**src/hw/rtl/bpsm_pkg.sv**
```systemverilog
// Shared types, constants and helpers for the buffer pool slot manager.
package bpsm_pkg;

  localparam int SLOT_COUNT = 128;
  localparam int SIDX_W = $clog2(SLOT_COUNT);
  localparam int CNT_W = $clog2(SLOT_COUNT + 1);
  localparam logic [63:0] POOL_BASE = 64'h0000_0000_8000_0000;
  localparam logic [28:0] CAP_RESET = 29'd268435456;

  typedef logic [SIDX_W-1:0] sidx_t;

  typedef enum logic [2:0] {
    CMD_ALLOC    = 3'd0,
    CMD_FREE     = 3'd1,
    CMD_FIND     = 3'd2,
    CMD_WRITE    = 3'd3,
    CMD_READ     = 3'd4,
    CMD_FREE_ALL = 3'd5
  } cmd_e;

  typedef enum logic [2:0] {
    ST_OK       = 3'd0,
    ST_INVALID  = 3'd1,
    ST_NOCAP    = 3'd2,
    ST_NOSLOT   = 3'd3,
    ST_NOTFOUND = 3'd4,
    ST_BOUNDS   = 3'd5
  } status_e;

  typedef enum logic [3:0] {
    OP_NONE,
    OP_LOAD,
    OP_INC,
    OP_RD_CNT,
    OP_RD_SIDX,
    OP_ALLOC,
    OP_FREE,
    OP_FIND,
    OP_RW,
    OP_FREE_ALL,
    OP_REPORT
  } dp_op_e;

  typedef struct packed {
    dp_op_e  op;
    status_e status;
  } dp_cmd_t;

  typedef struct packed {
    logic [2:0] cmd;
    logic       size_zero;
    logic       no_cap;
    logic       cur_free;
    logic       cnt_last;
    logic       match;
    logic       sidx_ok;
  } dp_stat_t;

  typedef struct packed {
    logic [31:0] ident;
    logic [31:0] session;
    logic [63:0] base;
    logic [28:0] length;
    logic [28:0] high_water;
  } slot_entry_t;

  localparam int ENTRY_W = $bits(slot_entry_t);

  function automatic logic [6:0] slot7(sidx_t s);
    logic [31:0] t;
    t = 32'(s);
    return t[6:0];
  endfunction

endpackage

```
**src/hw/rtl/bpsm_ctrl.sv**
```systemverilog
// Controller: sequences each command through the datapath.
module bpsm_ctrl import bpsm_pkg::*; (
  input  logic     clk_i,
  input  logic     rst_ni,
  input  logic     start,
  output logic     busy,
  output logic     done_o,
  input  dp_stat_t dp_stat_i,
  output dp_cmd_t  dp_cmd_o
);

  typedef enum logic [2:0] {
    S_IDLE,
    S_DISPATCH,
    S_ALLOC_SCAN,
    S_SRCH_RD,
    S_SRCH_CHK,
    S_RW_CHK
  } state_e;

  state_e state_q, state_d;
  logic   done_q, done_d;

  always_comb begin
    state_d         = state_q;
    done_d          = 1'b0;
    dp_cmd_o.op     = OP_NONE;
    dp_cmd_o.status = ST_OK;
    unique case (state_q)
      S_IDLE: begin
        if (start) begin
          dp_cmd_o.op = OP_LOAD;
          state_d     = S_DISPATCH;
        end
      end
      S_DISPATCH: begin
        unique case (dp_stat_i.cmd)
          CMD_ALLOC: begin
            if (dp_stat_i.size_zero || dp_stat_i.no_cap) begin
              dp_cmd_o.op     = OP_REPORT;
              dp_cmd_o.status = dp_stat_i.size_zero ? ST_INVALID : ST_NOCAP;
              done_d          = 1'b1;
              state_d         = S_IDLE;
            end else begin
              state_d = S_ALLOC_SCAN;
            end
          end
          CMD_FREE, CMD_FIND: begin
            dp_cmd_o.op = OP_RD_CNT;
            state_d     = S_SRCH_CHK;
          end
          CMD_WRITE, CMD_READ: begin
            if (dp_stat_i.sidx_ok) begin
              dp_cmd_o.op = OP_RD_SIDX;
              state_d     = S_RW_CHK;
            end else begin
              dp_cmd_o.op     = OP_REPORT;
              dp_cmd_o.status = ST_INVALID;
              done_d          = 1'b1;
              state_d         = S_IDLE;
            end
          end
          CMD_FREE_ALL: begin
            dp_cmd_o.op = OP_FREE_ALL;
            done_d      = 1'b1;
            state_d     = S_IDLE;
          end
          default: begin
            dp_cmd_o.op     = OP_REPORT;
            dp_cmd_o.status = ST_INVALID;
            done_d          = 1'b1;
            state_d         = S_IDLE;
          end
        endcase
      end
      S_ALLOC_SCAN: begin
        if (dp_stat_i.cur_free) begin
          dp_cmd_o.op = OP_ALLOC;
          done_d      = 1'b1;
          state_d     = S_IDLE;
        end else if (dp_stat_i.cnt_last) begin
          dp_cmd_o.op     = OP_REPORT;
          dp_cmd_o.status = ST_NOSLOT;
          done_d          = 1'b1;
          state_d         = S_IDLE;
        end else begin
          dp_cmd_o.op = OP_INC;
        end
      end
      S_SRCH_RD: begin
        dp_cmd_o.op = OP_RD_CNT;
        state_d     = S_SRCH_CHK;
      end
      S_SRCH_CHK: begin
        if (dp_stat_i.match) begin
          dp_cmd_o.op = (dp_stat_i.cmd == CMD_FREE) ? OP_FREE : OP_FIND;
          done_d      = 1'b1;
          state_d     = S_IDLE;
        end else if (dp_stat_i.cnt_last) begin
          dp_cmd_o.op     = OP_REPORT;
          dp_cmd_o.status = ST_NOTFOUND;
          done_d          = 1'b1;
          state_d         = S_IDLE;
        end else begin
          dp_cmd_o.op = OP_INC;
          state_d     = S_SRCH_RD;
        end
      end
      S_RW_CHK: begin
        dp_cmd_o.op = OP_RW;
        done_d      = 1'b1;
        state_d     = S_IDLE;
      end
      default: state_d = S_IDLE;
    endcase
  end

  always_ff @(posedge clk_i or negedge rst_ni) begin
    if (!rst_ni) begin
      state_q <= S_IDLE;
      done_q  <= 1'b0;
    end else begin
      state_q <= state_d;
      done_q  <= done_d;
    end
  end

  assign busy   = state_q != S_IDLE;
  assign done_o = done_q;

endmodule

```
**config.mk**
```make
export PLATFORM = sky130hd
export DESIGN_NAME = bpsm_ctrl
export DESIGN_NICKNAME = d
export VERILOG_FILES = /design/src/hw/rtl/bpsm_pkg.sv /design/src/hw/rtl/bpsm_ctrl.sv
export SDC_FILE = /design/constraint.sdc
export NUM_CORES = 1
export LEC_CHECK = 0
export BUFFER_PORTS_ARGS = -buffer_cell sky130_fd_sc_hd__buf_2
export CAP_MARGIN = 20
export CELL_PAD_IN_SITES_DETAIL_PLACEMENT = 0
export CELL_PAD_IN_SITES_GLOBAL_PLACEMENT = 1
export CORE_MARGIN = 1.5
export CORE_UTILIZATION = 32
export CTS_CLUSTER_SIZE = 8
export DETAILED_ROUTE_END_ITERATION = 8
export HOLD_SLACK_MARGIN = 0.15
export PLACE_DENSITY = 0.74
export SETUP_SLACK_MARGIN = 0.1
export SLEW_MARGIN = 20
export SYNTH_ARGS = -nofsm -noshare
export SYNTH_HDL_FRONTEND = slang
export SYNTH_SLANG_ARGS = --single-unit
```
**constraint.sdc**
```tcl
create_clock -name clk_i -period 1.65 [get_ports clk_i]
set_clock_uncertainty 0.1 [all_clocks]
set_input_delay 0.165 -clock clk_i [delete_from_list [all_inputs] [get_ports clk_i]]
set_output_delay 0.165 -clock clk_i [all_outputs]
set_load 0.01 [all_outputs]
```
==> metrics.txt <==
top cells by area, synth=dfrtp_1 (18%), o21ai_0 (10%), nor2_1 (6.8%), a21oi_1 (6.4%), clkbuf_8 (5.0%); Post-synth EDFFs=0; I/O pin total=21; startpoint types=input pin; Min Clock Period, post-route=1630 ps; Core Region=0.00156 mm²; Main synth FF type=dfrtp_1; num rows=14; Port-buffer cells=20; 1st-pass router iterations=6; Tightest Pin Transition=302 ps; die span in x=44.4 µm; WL final=1500 µm; Peak VDD IR=0.486 mV; Worst slew margin=79.9%; Gate Count Post-Synth=77; register area share after synthesis=18.3%; critical setup path kind=in -> out; Area Growth Syn to Fin=58.2%; DR WL/cell=11.4 µm; Num CTS Buffers=3; hpwl dp=1040 µm; CP arrival=1370 ps; clk sinks=4; Buf+Inv Stages, Crit Path=2; syn nets=89; Initial DRC Count=13; total number of vias=686; n_diodes=0; Final Util=55.6%; Worst path max stage delay=520 ps; nets=129; Crit Path Max Fanout=3; vias in the first global route=600; Pwr per Cell Area=1060 mW/mm²; Final setup viols=0; ANT nets after route=0; vias per cell=5.24; gr usage total=17.1%; top-area cell type share of the netlist area=18.3%; synthesized area per cell=7.12 µm²; Worst Path Required=1380 ps; slowest stage cell, crit path=or4_4; Top delay family on crit path=simple AND/OR/NAND/NOR gates; synth unique cells=31; synth warn=0; CTS tree=yes; RSZ-0062 raised after global routing=yes; Overflow after GRT=0; flops & latches, synth=4; DRC viols=0; Worst setup EP type=output port; max-cap check violation count=0; CTS H-Tree Depth=1; Max clock buf depth=2; antenna violations before repair=0; setup TNS=0 ps; ordered cell list for the critical path=buf_6 -> or4_4 -> a21oi_2 -> a211oi_2 -> a221o_1 -> buf_2; top cells by count, synth=o21ai_0 (11), nor2_1 (10), a21oi_1 (7), nand2_1 (6), dfrtp_1 (4); CTS Root Cell=clkbuf_4; Slew Limit Fails=0; final period utilization=98.8%; initial core utilization=35.2%; outcome=completed; Cell Area, Synth=548 µm²; top cell type by total area after synthesis=dfrtp_1; Final Hold Fails=0; RePlAce Congestion=0.792; Max Fclk=613 MHz; Clk pin slew, worst setup/hold paths=40 ps; Die Ht=44.4 µm; first-pass GRT wire length=2540 µm; Tightest Hold Check Type=in -> async; Leak=0.405 nW; count leader, synth=o21ai_0; worst-skew pair later-pin latency=230 ps; die area=0.00197 mm²; async set-reset flop share out of synthesis=100%; share of cells above drive strength 1=47.0%; largest net degree at the start of global routing=12
path summary, 6_finish.rpt:
kind	startpoint	to	slack, ps	cells past startpoint
max in group asynchronous	rst_ni	state_q[1]	1150	2
worst max-delay path	dp_stat_i[8]	dp_cmd_o[4]	20	6
worst max register to register	state_q[1]	state_q[1]	210	5
worst min register to register	state_q[2]	state_q[2]	560	2
worst min-delay path	rst_ni	state_q[0]	160	2
min in group clk_i	dp_stat_i[0]	state_q[0]	180	3
placed cells by master (no fill, tap or decap), drive strengths merged, types with 2 or more instances in the layout:
master       Yosys  layout
clkbuf           2       3
nand2            6       6
nor2            10      10
nor2b            3       3
o21ai           11      11
nand3b           2       2
a211oi           2       2
a21oi            7       7
dfrtp            4       4
or2b             2       2
dlygate4sd3      0       4
or3              2       2
nor3b            2       2
nor3             2       2
nand2b           2       2
inv              3       3
buf              4      37
routing by layer:
layer,GRT usage (%),vias to the layer above,share of wire (%)
met4,5.45,0,0
met5,0,-,0
met3,3.67,0,3.3
li1,-,355,-
met1,21.6,313,49
met2,28.8,18,47
cell type report:
cell class	count	area, µm²
multi-input cells	64	422
flip-flops and latches	4	103
fillers	162	692
clock buffers	3	22.5
well taps	16	20.0
inverters	3	11.3
repair buffers	41	289
registers in the layout, indices dropped and copies added (netlist names):
name,cells
done_o,1
state_q,3
logic make-up (layout without fill, tap and decap cells):
kind of cell | count (synthesis) | after routing | share of synthesized area (%)
DFF | 4 | 4 | 18.3
buffers and inverters | 9 | 47 | 13.9
and+or+nand+nor | 35 | 35 | 34.9
AOI/OAI and AO/OA | 28 | 28 | 31.3
xor gates and xnor gates | 1 | 1 | 1.60
report_power, final:
part | internal [W] | total (W) | switching [W]
clock | 0.0000814 | 0.000122 | 0.0000403
sequential | 0.000133 | 0.000170 | 0.0000375
combinational | 0.000331 | 0.000631 | 0.000299
total | 0.000546 | 0.000923 | 0.000377
what timing repair did:
item | 4_1_cts | 5_1_grt
pin swaps | 5 | 3
hold endpoints to repair | 6 | 0
buffers inserted | 4 | 4
gates resized for setup | 16 | 8
setup endpoints to repair | 7 | 9
hold buffers | 4 | 0
cloned | 1 | 0
per-stage QoR:
stage	total power [W]	cells	setup WS, ps	area, µm²	hold slack, ps
after global placement	0.000631	115	-24.7	663	-132
after floorplan	0.000482	77	217	548	-231
after detailed placement	0.000631	115	-19.8	663	-128
after global routing	0.000993	131	-13.1	867	198
after CTS	0.000869	127	16.1	816	162
final	0.000923	131	19.1	867	159
worst reg2reg max path, stage by stage (launching register included):
cell and delay [ps]:
dfrtp_2 450, buf_4 170, nor3b_1 180, a21oi_1 50, or3_1 330, o31ai_1 70
Power figures use the tool's default switching activity.
